==> src/rtl/core/ttb_pkg.sv <==
`default_nettype none

package ttb_pkg;

  localparam int PosW   = 32;               // position, Q16.16
  localparam int TexW   = 24;               // texture coordinate, Q8.16
  localparam int ResW   = 32;               // result component, Q16.16
  localparam int SlotW  = 2;
  localparam int PosDW  = PosW + 1;         // position delta
  localparam int TexDW  = TexW + 1;         // texture delta
  localparam int ProdW  = PosDW + TexDW;    // one product
  localparam int NumW   = ProdW + 1;        // difference of two products
  localparam int DetW   = 2 * TexDW + 1;    // determinant, signed
  localparam int FracW  = 16;               // fraction bits of the quotient
  localparam int QW     = ResW - 1;         // quotient magnitude bits

  localparam logic [SlotW-1:0] SlotLast = 2'd2;
  localparam logic [ResW-1:0]  SatMax   = 32'h7FFF_FFFF;
  localparam logic [ResW-1:0]  SatMin   = 32'h8000_0000;

  typedef struct packed {
    logic signed [PosW-1:0] pos_x;
    logic signed [PosW-1:0] pos_y;
    logic signed [PosW-1:0] pos_z;
    logic signed [TexW-1:0] tex_u;
    logic signed [TexW-1:0] tex_v;
  } in_word_t;

  typedef struct packed {
    logic signed [ResW-1:0] tangent_x;
    logic signed [ResW-1:0] tangent_y;
    logic signed [ResW-1:0] tangent_z;
    logic signed [ResW-1:0] bitangent_x;
    logic signed [ResW-1:0] bitangent_y;
    logic signed [ResW-1:0] bitangent_z;
    logic [SlotW-1:0]       vertex_slot;
    logic                   last;
    logic                   degenerate;
  } out_word_t;

endpackage

`default_nettype wire

==> src/rtl/core/ttb_stream_if.sv <==
`default_nettype none

interface ttb_stream_if #(
  parameter type word_t = logic
);
  logic  valid;
  logic  ready;
  word_t data;

  modport source (output valid, output data, input ready);
  modport sink   (input valid, input data, output ready);
endinterface

`default_nettype wire

==> src/rtl/core/triangle_tangent_bitangent.sv <==
`default_nettype none

// Per-triangle tangent and bitangent from UVs. Vertices arrive one word each,
// three per triangle. The first two are stored and give no result. The third
// vertex starts the solve: one shared 33x25 multiplier forms the UV
// determinant, then each of the six components takes two products and a
// subtract, a range check and a restoring divider that retires one quotient
// bit per cycle; a component that saturates skips the divider, and a zero
// determinant skips the components. After the solve, three result words,
// slots 0 to 2 with last on slot 2, leave at one per cycle the sink accepts.
// No input is taken from the third vertex until the last result word has gone.
// A zero determinant gives zero vectors with degenerate set; a quotient out of
// range saturates to the Q16.16 limits.
module triangle_tangent_bitangent (
  input  logic         clk_i,
  input  logic         rst_ni,
  ttb_stream_if.sink   in_i,
  ttb_stream_if.source out_o
);

  localparam int CntW = $clog2(ttb_pkg::QW);
  localparam logic [2:0] CompDet  = 3'd0;
  localparam logic [2:0] CompTan  = 3'd1;
  localparam logic [2:0] CompBit  = 3'd4;
  localparam logic [2:0] CompLast = 3'd6;
  localparam logic [CntW-1:0] DivLast = CntW'(ttb_pkg::QW - 1);

  typedef enum logic [2:0] {
    S_IDLE, S_MUL1, S_MUL2, S_SUB, S_DIVCHK, S_DIV, S_STORE, S_OUT
  } state_e;

  state_e                     state_q;
  logic [1:0]                 vcnt_q;
  logic [2:0]                 comp_q;
  logic [CntW-1:0]            cnt_q;
  logic [ttb_pkg::SlotW-1:0]  slot_q;

  // held vertex 0 and the deltas
  logic signed [ttb_pkg::PosW-1:0]  p0_q [3];
  logic signed [ttb_pkg::TexW-1:0]  u0_q, v0_q;
  logic signed [ttb_pkg::PosDW-1:0] dp1_q [3];
  logic signed [ttb_pkg::PosDW-1:0] dp2_q [3];
  logic signed [ttb_pkg::TexDW-1:0] du1_q, dv1_q, du2_q, dv2_q;

  logic signed [ttb_pkg::ProdW-1:0] prod_q, first_q;
  logic                             det_neg_q, neg_q, sat_q, degen_q;
  logic [ttb_pkg::DetW-1:0]         dmag_q;
  logic [ttb_pkg::NumW-1:0]         mag_q;
  logic [ttb_pkg::DetW-1:0]         rem_q, rem_d;
  logic [ttb_pkg::QW-1:0]           qr_q, qr_d;
  logic signed [ttb_pkg::ResW-1:0]  res_q [6];

  logic                             in_acc, out_acc, sec;
  logic [1:0]                       idx;
  logic signed [ttb_pkg::PosDW-1:0] op_a;
  logic signed [ttb_pkg::TexDW-1:0] op_b;
  logic signed [ttb_pkg::ProdW-1:0] prod;
  logic signed [ttb_pkg::NumW-1:0]  diff;
  logic                             diff_neg, num_neg;
  logic [ttb_pkg::NumW-1:0]         diff_mag;
  logic [ttb_pkg::DetW:0]           trial;
  logic                             trial_ge, sat;
  logic [ttb_pkg::ResW-1:0]         quot, comp_val;

  assign in_acc  = in_i.valid && in_i.ready;
  assign out_acc = out_o.valid && out_o.ready;
  assign sec     = (state_q == S_MUL2);

  // operand selection for the shared multiplier
  always_comb begin
    logic [2:0] off;
    off  = (comp_q >= CompBit) ? comp_q - CompBit : comp_q - CompTan;
    idx  = off[1:0];
    op_a = ttb_pkg::PosDW'(du1_q);
    op_b = dv2_q;
    if (comp_q == CompDet) begin
      op_a = sec ? ttb_pkg::PosDW'(dv1_q) : ttb_pkg::PosDW'(du1_q);
      op_b = sec ? du2_q : dv2_q;
    end else if (comp_q < CompBit) begin
      op_a = sec ? dp2_q[idx] : dp1_q[idx];
      op_b = sec ? dv1_q : dv2_q;
    end else begin
      op_a = sec ? dp1_q[idx] : dp2_q[idx];
      op_b = sec ? du2_q : du1_q;
    end
  end

  assign prod     = ttb_pkg::ProdW'(op_a) * ttb_pkg::ProdW'(op_b);
  assign diff     = ttb_pkg::NumW'(first_q) - ttb_pkg::NumW'(prod_q);
  assign diff_neg = diff[ttb_pkg::NumW-1];
  assign diff_mag = diff_neg ? ttb_pkg::NumW'(-diff) : ttb_pkg::NumW'(diff);
  assign num_neg  = diff_neg ^ det_neg_q;

  // quotient overflows 31 bits exactly when the dividend's top part reaches det
  assign sat = (mag_q >> (ttb_pkg::QW - ttb_pkg::FracW)) >= ttb_pkg::NumW'(dmag_q);

  // one restoring divide step
  assign trial    = {rem_q, qr_q[ttb_pkg::QW-1]};
  assign trial_ge = trial >= {1'b0, dmag_q};
  assign rem_d    = trial_ge ? ttb_pkg::DetW'(trial - {1'b0, dmag_q})
                             : trial[ttb_pkg::DetW-1:0];
  assign qr_d     = {qr_q[ttb_pkg::QW-2:0], trial_ge};

  assign quot     = {1'b0, qr_q};
  always_comb begin
    if (sat_q) comp_val = neg_q ? ttb_pkg::SatMin : ttb_pkg::SatMax;
    else       comp_val = neg_q ? -quot : quot;
  end

  always_ff @(posedge clk_i or negedge rst_ni) begin
    if (!rst_ni) begin
      state_q <= S_IDLE;
      vcnt_q  <= 2'd0;
      comp_q  <= CompDet;
      cnt_q   <= '0;
      slot_q  <= '0;
    end else begin
      unique case (state_q)
        S_IDLE: begin
          if (in_acc) begin
            case (vcnt_q)
              2'd1:    vcnt_q <= 2'd2;
              2'd2: begin
                vcnt_q  <= 2'd0;
                comp_q  <= CompDet;
                state_q <= S_MUL1;
              end
              default: vcnt_q <= 2'd1;
            endcase
          end
        end
        S_MUL1: state_q <= S_MUL2;
        S_MUL2: state_q <= S_SUB;
        S_SUB: begin
          if (comp_q == CompDet && diff == '0) begin
            slot_q  <= '0;
            state_q <= S_OUT;
          end else if (comp_q == CompDet) begin
            comp_q  <= CompTan;
            state_q <= S_MUL1;
          end else begin
            state_q <= S_DIVCHK;
          end
        end
        S_DIVCHK: begin
          cnt_q   <= '0;
          state_q <= sat ? S_STORE : S_DIV;
        end
        S_DIV: begin
          cnt_q <= cnt_q + 1'b1;
          if (cnt_q == DivLast) state_q <= S_STORE;
        end
        S_STORE: begin
          if (comp_q == CompLast) begin
            slot_q  <= '0;
            state_q <= S_OUT;
          end else begin
            comp_q  <= comp_q + 3'd1;
            state_q <= S_MUL1;
          end
        end
        S_OUT: begin
          if (out_acc) begin
            slot_q <= slot_q + 1'b1;
            if (slot_q == ttb_pkg::SlotLast) state_q <= S_IDLE;
          end
        end
        default: state_q <= S_IDLE;
      endcase
    end
  end

  always_ff @(posedge clk_i) begin
    if (in_acc) begin
      case (vcnt_q)
        2'd1: begin
          dp1_q[0] <= ttb_pkg::PosDW'(in_i.data.pos_x) - ttb_pkg::PosDW'(p0_q[0]);
          dp1_q[1] <= ttb_pkg::PosDW'(in_i.data.pos_y) - ttb_pkg::PosDW'(p0_q[1]);
          dp1_q[2] <= ttb_pkg::PosDW'(in_i.data.pos_z) - ttb_pkg::PosDW'(p0_q[2]);
          du1_q    <= ttb_pkg::TexDW'(in_i.data.tex_u) - ttb_pkg::TexDW'(u0_q);
          dv1_q    <= ttb_pkg::TexDW'(in_i.data.tex_v) - ttb_pkg::TexDW'(v0_q);
        end
        2'd2: begin
          dp2_q[0] <= ttb_pkg::PosDW'(in_i.data.pos_x) - ttb_pkg::PosDW'(p0_q[0]);
          dp2_q[1] <= ttb_pkg::PosDW'(in_i.data.pos_y) - ttb_pkg::PosDW'(p0_q[1]);
          dp2_q[2] <= ttb_pkg::PosDW'(in_i.data.pos_z) - ttb_pkg::PosDW'(p0_q[2]);
          du2_q    <= ttb_pkg::TexDW'(in_i.data.tex_u) - ttb_pkg::TexDW'(u0_q);
          dv2_q    <= ttb_pkg::TexDW'(in_i.data.tex_v) - ttb_pkg::TexDW'(v0_q);
        end
        default: begin
          p0_q[0] <= in_i.data.pos_x;
          p0_q[1] <= in_i.data.pos_y;
          p0_q[2] <= in_i.data.pos_z;
          u0_q    <= in_i.data.tex_u;
          v0_q    <= in_i.data.tex_v;
        end
      endcase
    end

    if (state_q == S_MUL1 || state_q == S_MUL2) prod_q <= prod;
    if (state_q == S_MUL2) first_q <= prod_q;

    if (state_q == S_SUB) begin
      if (comp_q == CompDet) begin
        degen_q   <= (diff == '0);
        det_neg_q <= diff_neg;
        dmag_q    <= diff_mag[ttb_pkg::DetW-1:0];
        if (diff == '0) begin
          for (int k = 0; k < 6; k++) res_q[k] <= '0;
        end
      end else begin
        neg_q <= num_neg;
        mag_q <= diff_mag;
      end
    end

    if (state_q == S_DIVCHK) begin
      sat_q <= sat;
      rem_q <= ttb_pkg::DetW'(mag_q >> (ttb_pkg::QW - ttb_pkg::FracW));
      qr_q  <= {mag_q[ttb_pkg::QW-ttb_pkg::FracW-1:0], {ttb_pkg::FracW{1'b0}}};
    end

    if (state_q == S_DIV) begin
      rem_q <= rem_d;
      qr_q  <= qr_d;
    end

    if (state_q == S_STORE) res_q[comp_q - CompTan] <= comp_val;
  end

  assign in_i.ready              = (state_q == S_IDLE);
  assign out_o.valid             = (state_q == S_OUT);
  assign out_o.data.tangent_x    = res_q[0];
  assign out_o.data.tangent_y    = res_q[1];
  assign out_o.data.tangent_z    = res_q[2];
  assign out_o.data.bitangent_x  = res_q[3];
  assign out_o.data.bitangent_y  = res_q[4];
  assign out_o.data.bitangent_z  = res_q[5];
  assign out_o.data.vertex_slot  = slot_q;
  assign out_o.data.last         = (slot_q == ttb_pkg::SlotLast);
  assign out_o.data.degenerate   = degen_q;

endmodule

`default_nettype wire

==> src/flat_wrapper.sv <==
// flat-port wrapper written by rule: the top's interface ports become plain ports
module triangle_tangent_bitangent_flat 
  (clk_i, rst_ni, in_i_valid, in_i_data, in_i_ready, out_o_valid, out_o_data, out_o_ready);
  ttb_stream_if #(.word_t(ttb_pkg::in_word_t)) in_i_i ();
  ttb_stream_if #(.word_t(ttb_pkg::out_word_t)) out_o_i ();
  input  logic clk_i;
  input  logic rst_ni;
  input wire logic [$bits(in_i_i.valid)-1:0] in_i_valid;
  input wire logic [$bits(in_i_i.data)-1:0] in_i_data;
  output wire logic [$bits(in_i_i.ready)-1:0] in_i_ready;
  output wire logic [$bits(out_o_i.valid)-1:0] out_o_valid;
  output wire logic [$bits(out_o_i.data)-1:0] out_o_data;
  input wire logic [$bits(out_o_i.ready)-1:0] out_o_ready;
  assign in_i_i.valid = in_i_valid;
  assign in_i_i.data = in_i_data;
  assign in_i_ready = in_i_i.ready;
  assign out_o_valid = out_o_i.valid;
  assign out_o_data = out_o_i.data;
  assign out_o_i.ready = out_o_ready;
  triangle_tangent_bitangent u_core (.clk_i(clk_i), .rst_ni(rst_ni), .in_i(in_i_i), .out_o(out_o_i));
endmodule
==> config.mk <==
export PLATFORM = sky130hd
export DESIGN_NAME = triangle_tangent_bitangent_flat
export DESIGN_NICKNAME = d
export VERILOG_FILES = /design/src/rtl/core/ttb_pkg.sv /design/src/rtl/core/ttb_stream_if.sv /design/src/rtl/core/triangle_tangent_bitangent.sv /design/src/flat_wrapper.sv
export SDC_FILE = /design/constraint.sdc
export NUM_CORES = 2
export LEC_CHECK = 0
export ABC_CLOCK_PERIOD_IN_PS = 17010
export BUFFER_PORTS_ARGS = -buffer_cell sky130_fd_sc_hd__buf_4
export CAP_MARGIN = 10
export CORE_AREA = 8 8 431 433
export CTS_CLUSTER_SIZE = 12
export DETAILED_ROUTE_END_ITERATION = 12
export DIE_AREA = 0 0 439 441
export SYNTH_ARGS = -nofsm -noshare
export SYNTH_HDL_FRONTEND = slang
export SYNTH_SLANG_ARGS = --single-unit
==> constraint.sdc <==
create_clock -name clk_i -period 17.01 [get_ports clk_i]
set_clock_uncertainty 0.2 [all_clocks]
set_input_delay 1.701 -clock clk_i [delete_from_list [all_inputs] [get_ports clk_i]]
set_output_delay 1.701 -clock clk_i [all_outputs]
set_load 0.01 [all_outputs]
======== Yosys cells after proc, flatten, opt, wreduce, memory -nomap -nowiden ========
Memories as Yosys holds them, arrays and structs flattened.
Cells that the tools add are included.
storage, ports and cells
  RAM bits ................................ 486
  output and inout port bits .............. 198
  bits of input ports ..................... 148
  latch bits .............................. 0
  word-level logic and storage cells ...... 151
  memories ................................ 4
  bits in registers ....................... 475
  bits in read-only memories .............. 0
memories
  memory        words  width  read ports  clocked after Yosys merged registers in  write ports  line                              RTL
  u_core.res_q  6      32     6           0                                        6            triangle_tangent_bitangent.sv:51  logic signed [ttb_pkg::ResW-1:0] res_q [6];
  u_core.dp1_q  3      33     1           0                                        3            triangle_tangent_bitangent.sv:41  logic signed [ttb_pkg::PosDW-1:0] dp1_q [3];
  u_core.dp2_q  3      33     1           0                                        3            triangle_tangent_bitangent.sv:42  logic signed [ttb_pkg::PosDW-1:0] dp2_q [3];
  u_core.p0_q   3      32     3           0                                        3            triangle_tangent_bitangent.sv:39  logic signed [ttb_pkg::PosW-1:0] p0_q [3];
operators by class
  $lt $le $gt $ge ......................... 4
  reductions and logical operators ........ 21
  shift operators ......................... 0
  add/sub/neg operators ................... 14
  multipliers ............................. 1
  eq/ne operators ......................... 22
  muxes and demuxes ....................... 60
  div/mod/pow operators ................... 0
  bitwise operators ....................... 3
operators with widths
  kind                                                            count
  33-bit 2-to-1 mux                                               5
  51-bit 2-to-1 mux                                               3
  32-bit 2-to-1 mux                                               4
  25-bit 2-to-1 mux                                               5
  32-bit by 32-bit subtractor with 33-bit output                  3
  31-bit 2-to-1 mux                                               2
  59-bit logical NOT                                              1
  59-bit negator                                                  1
  58-bit by 58-bit subtractor with 59-bit output                  1
  33-bit by 25-bit multiplier with 58-bit output                  1
  58-bit 2-to-1 mux                                               1
  52-bit by 51-bit greater-or-equal comparator with 1-bit output  1
  44-bit by 51-bit greater-or-equal comparator with 1-bit output  1
  51-bit subtractor                                               1
  24-bit by 24-bit subtractor with 25-bit output                  2
  3-bit 2-to-1 mux                                                14
  31-bit negator with 32-bit output                               1
  32-bit OR reduction                                             1
  3-bit one-hot mux with 8 select lines                           1
  1-bit 2-to-1 mux                                                16
  3-bit equality test, second input constant                      5
  2-bit inequality test, second input constant                    7
  2-bit AND reduction                                             6
  2-bit 2-to-1 mux                                                5
  other kinds (28)                                                37

======== Depth between registers and ports, before layout ========
  depth in word-level cells ............... 7
  mapped depth ............................ 42
  depth with buffers taken out ............ 37

======== Worst setup path before layout ========
Ideal clock, no wire load.
  path kind ............................... register -> register
  start ................................... register u_core.state_q[1]
  end ..................................... register u_core.prod_q[54] (netlist bit), data pin
  arrival ................................. 10.867 ns
  clock period less this slack ............ 11.326 ns
  stages on the path, launching flop included .. 38
  setup slack ............................. 5.684 ns
  data required time ...................... 16.551 ns
  path buffers ............................ 4
  setup time .............................. 0.259 ns
  cells stage by stage .................... dfrtp_1 > clkbuf_1 > nor2b_1 > nand2b_1 > inv_2 > buf_1 > buf_1 > nand2_1 > o21ai_0 > clkbuf_1 > nor2_1 > fa_1 > inv_1 > fa_1 > inv_1 > fa_1 > inv_1 > fa_1 > [... 2 more ...] > fa_1 > inv_1 > fa_1 > inv_1 > ha_1 > and3_1 > a221oi_1 > o21a_1 > o31a_1 > a211o_1 > o211ai_1 > a221oi_1 > o311ai_0 > a31o_2 > a31oi_1 > nand2b_1 > a21oi_1 > xnor2_1
on the way
  longest elaborated chain between the ends .. 5
  elaborated cells between the ends (all ways) .. 12
  those cells by class .................... 1 x mul; 1 x eq/ne; 10 x mux
ends and longest elaborated chain
  what                                                           line                               RTL
  start: declaration                                             triangle_tangent_bitangent.sv:32   state_e state_q;
  start signal: assignment                                       triangle_tangent_bitangent.sv:147  state_q <= sat ? S_STORE : S_DIV;
  3-bit by 2-bit equality test with 1-bit output (*)             triangle_tangent_bitangent.sv:67   assign sec = (state_q == S_MUL2);
  33-bit 2-to-1 mux, or another cell as far along                triangle_tangent_bitangent.sv:83   op_a = sec ? dp1_q[idx] : dp2_q[idx];
  33-bit 2-to-1 mux / 25-bit 2-to-1 mux (equally long branches)  triangle_tangent_bitangent.sv:79   end else if (comp_q < CompBit) begin
  33-bit 2-to-1 mux / 25-bit 2-to-1 mux (equally long branches)  triangle_tangent_bitangent.sv:76   if (comp_q == CompDet) begin
  33-bit by 25-bit multiplier with 58-bit output (*)             triangle_tangent_bitangent.sv:88   assign prod = ttb_pkg::ProdW'(op_a) * ttb_pkg::ProdW'(op_b);
  named net u_core.prod (one bit)                                triangle_tangent_bitangent.sv:57   logic signed [ttb_pkg::ProdW-1:0] prod;
  end signal: assignment                                         triangle_tangent_bitangent.sv:200  if (state_q == S_MUL1 || state_q == S_MUL2) prod_q <= prod;
  end: declaration                                               triangle_tangent_bitangent.sv:45   logic signed [ttb_pkg::ProdW-1:0] prod_q, first_q;
Mark *: on every way through the listed nets, which the timed path passes. The rest lies on a longest branch.
A chain may end at the register's enable or synchronous reset.

======== Worst setup path in the final report ========
  start ................................... register u_core.state_q[0]
  end ..................................... register u_core.prod_q[54] (netlist bit), data pin
Same word-level chain as after synthesis.

==> results.cfg <==
[clock_tree]
clock_path_buffers = 3
post_cts_resized = 0
insertion_delay_ns = 0.76
hold_buffers = 0
cts.sinks = 961
cts_buffers = 107
post-cts-setup-buffer-count = 0
cts_tree = built
cts.htree.levels = 3
clk_pin_slew_ns = 0.06
root_buffer = clkbuf_16

[place]
place_ws_ns = 3.94
hpwl_um = 173000
gp_congestion = 0.918
dpl_cell_area_mm2 = 0.0852
dp_cells = 10300
io_buffers = 345

[global_routing]
overflow = 0
antenna_found_initial = 2
grtUsageTotal_pct = 22.4
grt_pass1_wl_um = 340000
grt_pass1_vias = 58800
grt_start_max_net_pins = 131

[setup_path]
worstPathMaxFanout = 70
crit_top_cell = fa_1
cp_num_cells = 36
worst_setup_path_end_kind = register
reg2reg_slack_ns = 3.93
slowest_delay_ns = 0.95
crit_type = register to register
cp_slowest_cell = nor2_1
crit_required_ns = 17.31
worst-path-buf-inv = 7
rr_worst_depth = 36
cp_top_family = adder cells
cp-start-kind = register
arrival_ns = 13.37

[layout]
layout-drive-gt1-share_pct = 9.16
regArea_mm2 = 0.0288
multi_input_area_mm2 = 0.0454
antenna_cells = 0
nFillCells = 16400
stdcell_area_mm2 = 0.0888
finalNonFillerCells = 10500
area_delta_synth_final_pct = 11.1
nets = 9519

[drt]
drc = 0
finalWirelength_um = 219000
firstDrtPassIters = 6
drt-initial-drc-count = 4141
wl_per_cell_um = 20.9
detail-route-antenna-nets = 0
via_per_inst = 5.43
vias = 57100

[yosys]
synth.top_cell.area_share_pct = 35.5
synth.distinct_cells = 104
synth_cells = 7824
synth_nets = 9286
ys_async_sr_fraction_pct = 1.56
ys_seq_elements = 961
yosys.area.top_type = edfxtp_1
ys_seq_area_share_pct = 36.0
synth_edf_count = 946
syn_area_per_cell_um2 = 10.2
ys.flop_type = edfxtp_1
synth.cell_area_mm2 = 0.0799
yosys_warnings = 0
synth.area.top_cells = edfxtp_1, fa_1, ha_1, inv_1, nor2_1

[sta]
rsz0062_at_grt = false
finalSetupViolations = 0
tightest_slew_ns = 1.26
hold_viol = 0
slew_headroom_pct = 15.7
drv_slew = 0
fin_setup_tns_ns = 0
period_share_pct = 76.9
max_clock_freq_ghz = 0.0765
timing.final.ws_setup_ns = 3.93
period_needed_ns = 13.08

[die]
rows = 156
core_mm2 = 0.179
initial_core_util_pct = 44.6
die_area_mm2 = 0.194
die_w_um = 439
die_y_um = 441
ios = 346

[min_path]
hold_path_class = register to register
min_path_cells = 0

[outcome]
status = complete, no violations

[run]
drv_cap = 0
-- worst register-to-register path: cells and delay by family (launching register included) --
family | cells | cell delay, ns
DFF | 1 | 0.94
buffers and inverters | 7 | 1.81
AOI/OAI and AO/OA | 12 | 3.40
muxes | 1 | 0.63
and+or+nand+nor | 6 | 1.60
xor gates and xnor gates | 2 | 0.32
adders and majority gates | 8 | 3.93
-- metal layers --
| layer | routed length, µm | track usage, % | vias to the layer above |
|---|---|---|---|
| li1 | - | - | 26400 |
| met1 | 91500 | 28.9 | 28500 |
| met2 | 106000 | 38.4 | 1796 |
| met3 | 13400 | 3.72 | 372 |
| met4 | 8520 | 7.82 | 2 |
| met5 | 13 | 0 | - |
-- state kept, by name, summed over array words and instances, names as in the netlist, 25 cells and up --
name and cells:
u_core.dmag_q 51, u_core.dp1_q 99, u_core.mag_q 59, u_core.du2_q 25, u_core.qr_q 31, u_core.first_q 58
u_core.dv2_q 25, u_core.prod_q 58, u_core.dp2_q 99, u_core.du1_q 25, u_core.dv1_q 25, u_core.res_q 192
u_core.rem_q 51, u_core.p0_q 96
-- Yosys cell counts (10+ instances only) --
cell,number
o21ai_0,236
clkbuf_1,267
nand2b_1,100
a221o_1,14
xnor2_1,206
nand2_1,774
inv_1,1268
a21boi_0,20
nor4_1,13
o31ai_1,26
edfxtp_1,946
nor2_1,887
o21ai_1,25
mux4_2,32
nand3_1,87
nor2b_1,66
or2_2,39
nand4_1,49
mux2i_1,42
dfrtp_1,15
nand3b_1,15
and4_1,12
o21bai_1,39
and2_1,56
o31a_1,11
a21oi_1,395
o311ai_0,14
a211oi_1,63
or3_1,45
o21a_1,69
nor3_1,83
xor2_1,101
a21o_1,139
and3_1,55
buf_1,24
a31o_2,12
a31oi_1,49
ha_1,465
a211o_1,10
o211ai_1,21
buf_2,16
fa_1,849
-- stage by stage --
step                utilization (%)  hold WS [ns]
global route                   49.5         0.257
floorplan                         -         0.226
detailed placement             47.5         0.235
global placement               47.5         0.233
finish                         49.5         0.241
CTS                            49.5         0.229
-- placed cells by master, fill, tap and decap left out, types with 39 or more instances in the layout --
cell type     n
inv_1      1266
edfxtp_1    946
nor2_1      885
fa_1        849
nand2_1     772
ha_1        464
buf_4       430
a21oi_1     384
o21ai_0     234
xnor2_1     203
a21o_1      139
clkbuf_16   107
xor2_1      101
nand2b_1     99
nand3_1      87
nor3_1       83
o21a_1       69
nor2b_1      65
a211oi_1     62
and2_1       56
and3_1       53
nand4_1      49
a31oi_1      47
or3_1        45
mux2i_1      40
o21bai_1     39
or2_2        39
-- logic make-up (layout without fill, tap and decap cells) --
family / Yosys count / count (layout) / share of synthesized area, %
xor gates and xnor gates: 308 / 308 / 3.39
muxes: 83 / 83 / 1.55
and+or+nand+nor: 2324 / 2324 / 13.0
adders and majority gates: 1314 / 1314 / 28.6
buffers and inverters: 1577 / 1890 / 7.44
AOI/OAI and AO/OA: 1257 / 1257 / 10.1
DFF: 961 / 961 / 36.0
-- cell type report --
class	instances	area share, %
Sequential cell	961	32.4
Inverter	1269	5.38
Clock buffer	124	3.09
Timing Repair Buffer	432	3.67
Clock inverter	65	0.984
Multi-Input combinational cell	5286	51.1
Tap cell	2370	3.34
-- worst paths after layout --
kind                                        start                  to
worst max-delay path            u_core.state_q[0]   u_core.prod_q[54]
worst min-delay path            u_core.prod_q[28]  u_core.first_q[28]
worst max register to register  u_core.state_q[0]   u_core.prod_q[54]
worst min register to register  u_core.prod_q[28]  u_core.first_q[28]
max in group asynchronous                  rst_ni    u_core.comp_q[2]
min in group asynchronous                  rst_ni     u_core.cnt_q[1]
Power is not shown: default switching activity piles up to over one toggle a cycle in this logic, so the estimate is an artifact.
